`src/rtl/csm_pkg.sv`:
```
// Shared types and constants for the contrast stretch mapper.
// Used by csm_smul, csm_sdiv, contrast_stretch_mapper_top and the testbench; depends on nothing.
`timescale 1ns / 1ps

package csm_pkg;

  // Width of a grey level and the widths that follow from it.
  localparam int PixW  = 8;
  localparam int ProdW = 2 * PixW;
  localparam int NumW  = ProdW + 1;
  localparam int CntW  = $clog2(PixW);

  // Item commands.
  localparam logic CmdMeasure = 1'b0;
  localparam logic CmdMap     = 1'b1;

  // Configuration register indexes.
  localparam logic RegOutMin = 1'b0;
  localparam logic RegOutMax = 1'b1;

  // Reset values of the configuration registers.
  localparam logic [PixW-1:0] OutMinReset = '0;
  localparam logic [PixW-1:0] OutMaxReset = '1;

  // Control sequencer states.
  typedef enum logic [1:0] {
    StIdle,
    StMul,
    StDiv,
    StOut
  } state_e;

  // Status of a serial arithmetic unit.
  typedef struct packed {
    logic busy;
    logic done;
  } unit_sts_t;

endpackage

```
`src/rtl/contrast_stretch_mapper_top.sv`:
```
// Contrast stretch mapper. A measure beat is taken while idle and gives no result.
// A map beat of a measured, non-flat image passes an 8-step shift-add multiplier and
// an 8-step restoring divider, then the result and output registers; the next beat
// is taken once the output register is loaded, so a stalled output holds it off.
// A flat or unmeasured map beat goes straight to the result register. Asynchronous
// active-low reset: out_min 0, out_max 255, lowest 255, highest 0, nothing measured.
`timescale 1ns / 1ps

module contrast_stretch_mapper_top import csm_pkg::*; (
  input  logic            clk_i,
  input  logic            rst_ni,
  // Item input
  input  logic            in_valid_i,
  output logic            in_stall_o,
  input  logic            in_command_i,
  input  logic [PixW-1:0] in_pixel_i,
  input  logic            in_first_i,
  // Result output
  output logic            out_valid_o,
  input  logic            out_stall_i,
  output logic [PixW-1:0] out_level_o,
  output logic            out_flat_o,
  // Configuration writes
  input  logic            cfg_valid_i,
  output logic            cfg_ready_o,
  input  logic            cfg_index_i,
  input  logic [PixW-1:0] cfg_data_i
);

  state_e           state_q, state_d;
  logic [PixW-1:0]  omin_q, omax_q;
  logic [PixW-1:0]  lowest_q, highest_q;
  logic             seen_q;
  logic [PixW-1:0]  range_q;
  logic [PixW-1:0]  mapmin_q;
  logic             neg_q;
  logic [PixW-1:0]  res_level_q;
  logic             res_flat_q;
  logic [PixW-1:0]  out_level_q;
  logic             out_flat_q;
  logic             out_valid_q;

  logic             in_acc;
  logic             is_map;
  logic             flat_img;
  logic [PixW-1:0]  clamped;
  logic [PixW-1:0]  n_val;
  logic [PixW-1:0]  rng;
  logic             neg;
  logic [PixW-1:0]  mag;
  logic             mul_start;
  logic             div_start;
  logic             res_load_flat;
  logic             res_load_calc;
  logic             out_load;
  logic [ProdW-1:0] prod;
  logic [PixW-1:0]  quot;
  logic [PixW-1:0]  calc_level;
  unit_sts_t        mul_sts;
  unit_sts_t        div_sts;

  // Operands of a map beat, taken from the measured range and the registers.
  always_comb begin
    flat_img = !seen_q || (highest_q <= lowest_q);
    if (in_pixel_i < lowest_q) begin
      clamped = lowest_q;
    end else if (in_pixel_i > highest_q) begin
      clamped = highest_q;
    end else begin
      clamped = in_pixel_i;
    end
    n_val      = clamped - lowest_q;
    rng        = highest_q - lowest_q;
    neg        = (omax_q < omin_q);
    mag        = neg ? (omin_q - omax_q) : (omax_q - omin_q);
    calc_level = neg_q ? (mapmin_q - quot) : (mapmin_q + quot);
  end

  // Sequencer: next state.
  always_comb begin
    state_d = state_q;
    unique case (state_q)
      StIdle: begin
        if (in_acc && is_map) begin
          state_d = flat_img ? StOut : StMul;
        end
      end
      StMul: begin
        if (mul_sts.done) begin
          state_d = StDiv;
        end
      end
      StDiv: begin
        if (div_sts.done) begin
          state_d = StOut;
        end
      end
      StOut: begin
        if (out_load) begin
          state_d = StIdle;
        end
      end
      default: state_d = StIdle;
    endcase
  end

  // Sequencer: outputs.
  always_comb begin
    in_stall_o    = (state_q != StIdle);
    in_acc        = in_valid_i && (state_q == StIdle);
    is_map        = (in_command_i == CmdMap);
    mul_start     = in_acc && is_map && !flat_img;
    res_load_flat = in_acc && is_map && flat_img;
    div_start     = (state_q == StMul) && mul_sts.done;
    res_load_calc = (state_q == StDiv) && div_sts.done;
    out_load      = (state_q == StOut) && (!out_valid_q || !out_stall_i);
  end

  always_ff @(posedge clk_i or negedge rst_ni) begin
    if (!rst_ni) begin
      state_q <= StIdle;
    end else begin
      state_q <= state_d;
    end
  end

  // Configuration registers; writes are always taken.
  assign cfg_ready_o = 1'b1;

  always_ff @(posedge clk_i or negedge rst_ni) begin
    if (!rst_ni) begin
      omin_q <= OutMinReset;
      omax_q <= OutMaxReset;
    end else if (cfg_valid_i) begin
      unique case (cfg_index_i)
        RegOutMin: omin_q <= cfg_data_i;
        RegOutMax: omax_q <= cfg_data_i;
        default:   omin_q <= omin_q;
      endcase
    end
  end

  // Measured range: a first beat or the first beat since reset restarts it.
  always_ff @(posedge clk_i or negedge rst_ni) begin
    if (!rst_ni) begin
      lowest_q  <= '1;
      highest_q <= '0;
      seen_q    <= 1'b0;
    end else if (in_acc && (in_command_i == CmdMeasure)) begin
      seen_q <= 1'b1;
      if (in_first_i || !seen_q) begin
        lowest_q  <= in_pixel_i;
        highest_q <= in_pixel_i;
      end else begin
        if (in_pixel_i < lowest_q) begin
          lowest_q <= in_pixel_i;
        end
        if (in_pixel_i > highest_q) begin
          highest_q <= in_pixel_i;
        end
      end
    end
  end

  // Operands held for the end of the computation.
  always_ff @(posedge clk_i) begin
    if (mul_start) begin
      range_q  <= rng;
      mapmin_q <= omin_q;
      neg_q    <= neg;
    end
  end

  // Result waiting for the output register.
  always_ff @(posedge clk_i) begin
    if (res_load_flat) begin
      res_level_q <= omin_q;
      res_flat_q  <= 1'b1;
    end else if (res_load_calc) begin
      res_level_q <= calc_level;
      res_flat_q  <= 1'b0;
    end
  end

  // Output register.
  always_ff @(posedge clk_i or negedge rst_ni) begin
    if (!rst_ni) begin
      out_valid_q <= 1'b0;
    end else if (out_load) begin
      out_valid_q <= 1'b1;
    end else if (!out_stall_i) begin
      out_valid_q <= 1'b0;
    end
  end

  always_ff @(posedge clk_i) begin
    if (out_load) begin
      out_level_q <= res_level_q;
      out_flat_q  <= res_flat_q;
    end
  end

  assign out_valid_o = out_valid_q;
  assign out_level_o = out_level_q;
  assign out_flat_o  = out_flat_q;

  // Serial arithmetic: magnitude times offset, then rounded division by the range.
  csm_smul u_smul (
    .clk_i   (clk_i),
    .rst_ni  (rst_ni),
    .start_i (mul_start),
    .a_i     (mag),
    .b_i     (n_val),
    .prod_o  (prod),
    .sts_o   (mul_sts)
  );

  csm_sdiv u_sdiv (
    .clk_i   (clk_i),
    .rst_ni  (rst_ni),
    .start_i (div_start),
    .prod_i  (prod),
    .range_i (range_q),
    .quot_o  (quot),
    .sts_o   (div_sts)
  );

  // The two serial units never run at the same time.
  a_units_exclusive: assert property (@(posedge clk_i) disable iff (!rst_ni)
    !(mul_sts.busy && div_sts.busy))
    else $error("multiplier and divider busy together");

  // A measured range is never inverted.
  a_range_order: assert property (@(posedge clk_i) disable iff (!rst_ni)
    seen_q |-> (lowest_q <= highest_q))
    else $error("lowest above highest after a measure");

  // The divider finishing always hands its result to the output stage.
  a_div_to_out: assert property (@(posedge clk_i) disable iff (!rst_ni)
    ((state_q == StDiv) && div_sts.done) |=> (state_q == StOut))
    else $error("divider result not passed on");

  // The output register is never overwritten while a stalled beat waits.
  a_no_overwrite: assert property (@(posedge clk_i) disable iff (!rst_ni)
    out_load |-> !(out_valid_q && out_stall_i))
    else $error("output beat overwritten");

endmodule

```
`src/rtl/csm_smul.sv`:
```
// Bit-serial shift-add multiplier: one multiplier bit per cycle.
// Depends on csm_pkg.
`timescale 1ns / 1ps

module csm_smul import csm_pkg::*; (
  input  logic             clk_i,
  input  logic             rst_ni,
  input  logic             start_i,
  input  logic [PixW-1:0]  a_i,
  input  logic [PixW-1:0]  b_i,
  output logic [ProdW-1:0] prod_o,
  output unit_sts_t        sts_o
);

  logic [ProdW-1:0] prod_q, prod_d;
  logic [PixW-1:0]  b_q;
  logic [CntW-1:0]  cnt_q;
  logic             busy_q;
  logic             done_q;
  logic [PixW:0]    sum;
  logic             last;

  // The low half holds the remaining multiplier bits; the high half accumulates.
  always_comb begin
    sum    = {1'b0, prod_q[ProdW-1:PixW]} + {1'b0, (prod_q[0] ? b_q : '0)};
    prod_d = {sum, prod_q[PixW-1:1]};
    last   = (cnt_q == CntW'(PixW - 1));
  end

  // Sequencing of the eight steps.
  always_ff @(posedge clk_i or negedge rst_ni) begin
    if (!rst_ni) begin
      busy_q <= 1'b0;
      done_q <= 1'b0;
      cnt_q  <= '0;
    end else begin
      done_q <= busy_q && last;
      if (start_i) begin
        busy_q <= 1'b1;
        cnt_q  <= '0;
      end else if (busy_q) begin
        cnt_q <= cnt_q + CntW'(1);
        if (last) begin
          busy_q <= 1'b0;
        end
      end
    end
  end

  // Datapath registers.
  always_ff @(posedge clk_i) begin
    if (start_i) begin
      prod_q <= {{PixW{1'b0}}, a_i};
      b_q    <= b_i;
    end else if (busy_q) begin
      prod_q <= prod_d;
    end
  end

  assign prod_o     = prod_q;
  assign sts_o.busy = busy_q;
  assign sts_o.done = done_q;

endmodule

```
`src/rtl/csm_sdiv.sv`:
```
// Restoring divider giving one quotient bit per cycle, with half-up rounding
// folded into the dividend. Depends on csm_pkg.
`timescale 1ns / 1ps

module csm_sdiv import csm_pkg::*; (
  input  logic             clk_i,
  input  logic             rst_ni,
  input  logic             start_i,
  input  logic [ProdW-1:0] prod_i,
  input  logic [PixW-1:0]  range_i,
  output logic [PixW-1:0]  quot_o,
  output unit_sts_t        sts_o
);

  logic [PixW:0]   rem_q, rem_d;
  logic [PixW-1:0] lo_q, lo_d;
  logic [PixW:0]   dvs_q;
  logic [CntW-1:0] cnt_q;
  logic            busy_q;
  logic            done_q;
  logic [NumW-1:0] num;
  logic [PixW+1:0] trial;
  logic [PixW+1:0] diff;
  logic            ge;
  logic            last;

  // Dividend is 2*prod + range, divisor is 2*range. The quotient is known to
  // fit in eight bits, so the top bits of the dividend start below the divisor.
  always_comb begin
    num   = {prod_i, 1'b0} + NumW'(range_i);
    trial = {rem_q, lo_q[PixW-1]};
    diff  = trial - {1'b0, dvs_q};
    ge    = (trial >= {1'b0, dvs_q});
    rem_d = ge ? diff[PixW:0] : trial[PixW:0];
    lo_d  = {lo_q[PixW-2:0], ge};
    last  = (cnt_q == CntW'(PixW - 1));
  end

  // Sequencing of the eight steps.
  always_ff @(posedge clk_i or negedge rst_ni) begin
    if (!rst_ni) begin
      busy_q <= 1'b0;
      done_q <= 1'b0;
      cnt_q  <= '0;
    end else begin
      done_q <= busy_q && last;
      if (start_i) begin
        busy_q <= 1'b1;
        cnt_q  <= '0;
      end else if (busy_q) begin
        cnt_q <= cnt_q + CntW'(1);
        if (last) begin
          busy_q <= 1'b0;
        end
      end
    end
  end

  // Dividend bits shift out of the low register as quotient bits shift in.
  always_ff @(posedge clk_i) begin
    if (start_i) begin
      rem_q <= num[NumW-1:PixW];
      lo_q  <= num[PixW-1:0];
      dvs_q <= {range_i, 1'b0};
    end else if (busy_q) begin
      rem_q <= rem_d;
      lo_q  <= lo_d;
    end
  end

  assign quot_o     = lo_q;
  assign sts_o.busy = busy_q;
  assign sts_o.done = done_q;

endmodule

```
`config.mk`:
```
export PLATFORM = sky130hd
export DESIGN_NAME = contrast_stretch_mapper_top
export DESIGN_NICKNAME = d
export VERILOG_FILES = /design/src/rtl/csm_pkg.sv /design/src/rtl/contrast_stretch_mapper_top.sv /design/src/rtl/csm_smul.sv /design/src/rtl/csm_sdiv.sv
export SDC_FILE = /design/constraint.sdc
export NUM_CORES = 1
export LEC_CHECK = 0
export ABC_AREA = 1
export BUFFER_PORTS_ARGS = -buffer_cell sky130_fd_sc_hd__buf_2
export CAP_MARGIN = 20
export CORE_MARGIN = 2
export CORE_UTILIZATION = 65
export DETAILED_ROUTE_END_ITERATION = 8
export PLACE_DENSITY = 0.84
export SLEW_MARGIN = 30
export SYNTH_ARGS = -nofsm -noshare
export SYNTH_HDL_FRONTEND = slang
export SYNTH_SLANG_ARGS = --single-unit
```
`constraint.sdc`:
```
create_clock -name clk_i -period 10.3 [get_ports clk_i]
set_clock_uncertainty 0.2 [all_clocks]
set_input_delay 0.515 -clock clk_i [delete_from_list [all_inputs] [get_ports clk_i]]
set_output_delay 0.515 -clock clk_i [all_outputs]
set_load 0.02 [all_outputs]
```
## Word level (Yosys, flattened, before mapping)

Index checks and enable logic that the tools add are counted.

- Input bits: 24
- Output and inout bits: 12
- Bits in registers: 130
- Logic and storage cells: 119

- Add/subtract/negate cells: 11
- Mux-type cells: 36
- Equality and inequality tests: 10
- Bitwise operators: 2
- Reductions and logical operators: 29
- Order comparisons: 5

Operator list:

| operator | count |
|---|---|
| 2-to-1 mux 8 bit | 15 |
| subtractor 8 bit | 5 |
| 2-to-1 mux 9 bit | 3 |
| adder 17 x 8 -> 17 bit | 1 |
| less-than comparator 8 bit | 2 |
| 2-to-1 mux 3 bit | 4 |
| nonzero test 2 bit | 6 |
| >= comparator 10 x 9 -> 1 bit | 1 |
| logical AND 1 bit | 10 |
| 2-to-1 mux 2 bit | 5 |
| adder 8 x 8 -> 9 bit | 1 |
| subtractor 9 bit | 1 |
| adder 8 bit | 1 |
| greater-than comparator 8 bit | 1 |
| <= comparator 8 bit | 1 |
| 2-to-1 mux 1 bit | 8 |
| case mux 2 bit (4 select lines) | 1 |
| AND reduction 2 bit | 4 |
| adder 3 x 1 -> 3 bit (second input constant) | 2 |
| == test 3 bit (second input constant) | 2 |
| inequality test 2 x 1 -> 1 bit (second input constant) | 3 |
| == test 2 bit (second input constant) | 2 |
| zero test 1 bit | 4 |
| inequality test 2 bit (second input constant) | 2 |
| other kinds (5) | 8 |

## Longest topological paths before layout

- Depth in word-level cells: 5
- Depth in mapped cells: 21
- Gate-level depth less buffers: 21

## By module

From an unflattened synthesis, not the netlist that was laid out.

- Cells, all modules: 1076
- Area total of the unflattened synthesis: 8962.3 um2

By module, submodules not included:

| module | cells each | seq. area each (um2) | instances | area each (um2) |
|---|---|---|---|---|
| contrast_stretch_mapper_top | 597 | 1961.9 | 1 | 5133.7 |
| csm_sdiv | 312 | 875.8 | 1 | 2356.0 |
| csm_smul | 167 | 765.7 | 1 | 1472.7 |

## Worst setup path before layout

OpenSTA, ideal clock, no wires.

- Path kind: input port to flip-flop
- Start point: in in_pixel_i[7]
- End point: reg u_smul.b_q[6], data pin
- Data arrival time: 2799 ps
- Buffers on the path: 1
- Setup slack: 7044 ps
- Stages on the path: 16
- Required time: 9842 ps
- Library setup time: 258 ps
- Cell sequence: ha_1 -> a21o_1 -> nor2_1 -> nand2_1 -> nand2_2 -> buf_4 -> nand2_1 -> o21ai_0 -> o21ai_0 -> ha_1 -> fa_1 -> o21ai_0 -> a21oi_1 -> nor2_1 -> nor2_1 -> xnor2_1

- Cells in the longest elaborated chain, start to end: 4
- Elaborated cells between the ends (all ways): 5
- Those cells by class: add/sub: 1; order compare: 2; mux: 2

Ends and longest elaborated chain:

| item | line | text |
|---|---|---|
| from (decl) | contrast_stretch_mapper_top.sv:16 | `input logic [PixW-1:0] in_pixel_i,` |
| greater-than comparator 8 bit | contrast_stretch_mapper_top.sv:67 | `end else if (in_pixel_i > highest_q) begin` |
| 2-to-1 mux 8 bit | contrast_stretch_mapper_top.sv:67 |  |
| 2-to-1 mux 8 bit * | contrast_stretch_mapper_top.sv:65 | `if (in_pixel_i < lowest_q) begin` |
| subtractor 8 bit * | contrast_stretch_mapper_top.sv:72 | `n_val = clamped - lowest_q;` |
| net n_val[6] | contrast_stretch_mapper_top.sv:47 | `logic [PixW-1:0] n_val;` |
| to (signal assigned) | csm_smul.sv:54 | `b_q <= b_i;` |
| to (decl) | csm_smul.sv:16 | `logic [PixW-1:0] b_q;` |

Mark *: on every way through the listed nets, which the timed path passes. The rest lies on a longest branch.
A chain may end at the register's enable or synchronous reset.

## Worst setup path in the final report

- Start point: reg lowest_q[1]
- End point: reg u_smul.b_q[6], data pin

- Cells in the longest elaborated chain, start to end: 3

Ends and longest elaborated chain:

| item | line | text |
|---|---|---|
| from (decl) | contrast_stretch_mapper_top.sv:32 | `logic [PixW-1:0] lowest_q, highest_q;` |
| from (signal assigned) | contrast_stretch_mapper_top.sv:152 | `lowest_q <= in_pixel_i;` |
| from (signal assigned) | contrast_stretch_mapper_top.sv:156 | `lowest_q <= in_pixel_i;` |
| less-than comparator 8 bit | contrast_stretch_mapper_top.sv:65 |  |
| 2-to-1 mux 8 bit | contrast_stretch_mapper_top.sv:65 |  |
| subtractor 8 bit * | contrast_stretch_mapper_top.sv:72 |  |
| net n_val[6] | contrast_stretch_mapper_top.sv:47 |  |

Marks and branches as above.

==> results.py <==
metrics = {
    "floorplanning": {
        "dieArea_mm2": 0.0142,
        "fp.dieW_um": 119,
        "io_pins": 36,
        "die_h_um": 119,
        "fp.coreArea_mm2": 0.0131,
        "rows": 42,
        "initial_core_util_pct": 66.0,
    },
    "logic_synthesis": {
        "async_flop_share_pct": 35.4,
        "synth_top_area_cell": "edfxtp_1",
        "yosysSeqAreaShare_pct": 41.7,
        "synth-main-ff-cell": "edfxtp_1",
        "synth_top_area_share_pct": 26.1,
        "yosys.cell_types.count": 45,
        "synth_edf_count": 75,
        "yosysMostFrequentCell": "nand2_1",
        "netlist_area_mm2": 0.00864,
        "synth_area_leaders": "edfxtp_1, ha_1, nand2_1",
        "syn-num-nets": 1139,
        "synthCells": 1022,
        "avgSynthCellArea_um2": 8.45,
        "synthTopCellsByCount": "nand2_1, inv_1, ha_1",
        "yosys_warnings": 0,
        "synth_seq_cells": 130,
    },
    "clock_network": {
        "cts_resized": 0,
        "clk_pin_slew_ns": 0.06,
        "post-cts-setup-buffers": 0,
        "cts_buffers": 17,
        "clockBufferDepth": 2,
        "holdBufCountCts": 1,
        "cts_root_buf": "clkbuf_16",
        "cts_tree": "built",
        "clock_latency_ns": 0.43,
        "cts_num_sinks": 130,
        "h-tree-depth": 4,
    },
    "detailed_routing": {
        "drt_iter0_drc": 639,
        "drc": 0,
        "drt-pass1-iter-count": 5,
        "routed_wl_um": 17700,
        "routedWlPerCell_um": 14.2,
        "postRouteAntennaNets": 0,
        "vias": 6742,
        "viasPerCell": 5.42,
    },
    "job": {
        "maxCapViolCount": 0,
    },
    "power": {
        "ir_drop_mv": 0.141,
        "swShare_pct": 41.4,
        "internal_power_uw": 1690,
        "power_switching_uw": 1200,
        "clock_power_share_pct": 21.4,
        "p_seq_share_pct": 31.7,
        "power.density_mw_per_mm2": 304,
        "combPwrFrac_pct": 46.9,
        "p_leak_uw": 0.00462,
    },
    "sta": {
        "finalHoldViolCount": 0,
        "setup-violations-final": 0,
        "setup_slack_ns": 6.73,
        "tightest_slew_ns": 0.864,
        "setup_tns_ns": 0,
        "max_freq_mhz": 280,
        "rsz0062_at_grt": "no",
        "fin_crit_sh_pct": 34.7,
        "slew_headroom_pct": 42.4,
        "period_needed_ns": 3.57,
        "holdWs_ns": 0.117,
        "slew_viol_final": 0,
    },
    "layout": {
        "layout.cells.non_filler": 1243,
        "drive_gt1_share_pct": 10.6,
        "num-fill-cells": 979,
        "antenna_cells": 0,
        "nNetsFinal": 1171,
        "final_util_pct": 72.6,
        "area_growth_pct": 10.0,
    },
    "worst_setup_path": {
        "endpoint_kind": "register",
        "setup.worst_path.start_class": "register",
        "crit_fanout": 12,
        "crit_type": "register to register",
        "cp.arrival_ns": 3.55,
        "required_ns": 10.27,
    },
    "min_path": {
        "hold_class": "input pin to register",
    },
    "placed_design": {
        "place_hpwl_um": 13100,
        "dp_slack_ns": 6.70,
        "numPortBuffers": 34,
        "gp_congestion": 0.953,
        "dpl.cell_count": 1210,
    },
    "grt": {
        "grt.total_usage_pct": 26.5,
        "grt_antenna_before_repair": 0,
        "grt-ovfl-total": 0,
        "grt_max_degree": 47,
        "grt_pass1_vias": 6378,
        "grt_pass1_wl_um": 29800,
    },
    "run_status": {
        "status": "completed",
    },
}
-- state kept, by name, indices dropped and copies added (netlist names), 2 cells and up --
register       flops
highest_q          8
lowest_q           8
mapmin_q           8
omax_q             8
omin_q             8
out_level_o        8
range_q            8
res_level_q        8
state_q            2
u_sdiv.cnt_q       3
u_sdiv.dvs_q       8
u_sdiv.quot_o      8
u_sdiv.rem_q       9
u_smul.b_q         8
u_smul.cnt_q       3
u_smul.prod_o     16
-- cells by family after synthesis --
group           count (synthesis)  share of synthesized area (%)
buf+inv                       187                           8.82
fa+ha+maj                      93                           14.2
compound gates                196                           12.8
simple gates                  369                           17.8
xor+xnor                       46                           4.66
other cells                     1                         0.0434
flops                         130                           41.7
-- final cells by class --
cell class,instances,area (um^2),area share (%)
Timing Repair Buffer,35,183,1.92
Clock inverter,14,176,1.86
Clock buffer,18,429,4.52
Sequential cell,130,3600,37.9
Multi-Input combinational cell,705,4270,45.0
Inverter,165,619,6.52
Tap cell,176,220,2.32
-- power by group through the flow --
stage	Sequential, uW	Combinational (uW)	Clock, uW
4_1_cts	914	1350	621
2_1_floorplan	884	1080	0
3_5_place_dp	922	1330	0
3_3_place_gp	915	1280	0
5_1_grt	934	1550	650
6_report	916	1350	619
-- final timing paths --
kind	from	endpoint	slack [ns]	depth (start not counted)
setup / recovery	lowest_q[1]	u_smul.b_q[6]	6.73	17
hold / removal	cfg_data_i[2]	omax_q[2]	0.12	3
setup reg to reg	lowest_q[1]	u_smul.b_q[6]	6.73	17
hold reg to reg	res_level_q[0]	out_level_o[0]	0.22	0
max in group asynchronous	rst_ni	u_smul.busy_q	9.06	2
min in group asynchronous	rst_ni	omin_q[2]	0.44	2
-- metal layers --
| metal | part of all wire (%) | global-route usage (%) | vias to the layer above | wire length, um |
|---|---|---|---|---|
| met5 | 0 | 0 | - | 0 |
| met4 | 1.8 | 9.00 | 0 | 318 |
| met3 | 5.2 | 5.08 | 27 | 914 |
| met2 | 47 | 42.9 | 173 | 8380 |
| met1 | 46 | 36.2 | 3124 | 8040 |
| li1 | - | - | 3418 | - |
-- layout by cell type (no fill, tap or decap), types with 9 or more instances in the layout --
cell       count
nand2_1      245
inv_1        163
ha_1          85
o21ai_0       79
edfxtp_1      75
nor2_1        58
a21oi_1       47
buf_2         33
xor2_1        31
nand3_1       31
dfrtp_1       30
o21ai_1       26
clkbuf_16     17
dfstp_2       16
xnor2_1       15
nand4_1       12
o211ai_1      11
o21ai_2        9
dfxtp_1        9
-- stage by stage --
stage	total power (uW)	instance area [um^2]
2_1_floorplan	1960	8640
3_3_place_gp	2200	8890
3_5_place_dp	2250	8890
4_1_cts	2880	9500
5_1_grt	3130	9500
6_report	2890	9500
-- worst max-delay path, stage by stage, from the launching register on --
cell and delay (ns):
dfstp_2 0.60, inv_1 0.11, ha_1 0.27, o21ai_1 0.07
nand2_1 0.06, nand2_1 0.06, nand2_1 0.06, nand2_1 0.07
nand2_2 0.10, inv_1 0.25, o21ai_0 0.15, ha_1 0.23
fa_1 0.40, o21ai_0 0.29, a21oi_1 0.11, nor2_1 0.09
nor2_1 0.06, xnor2_1 0.13
(Power assumes the default switching activity.)
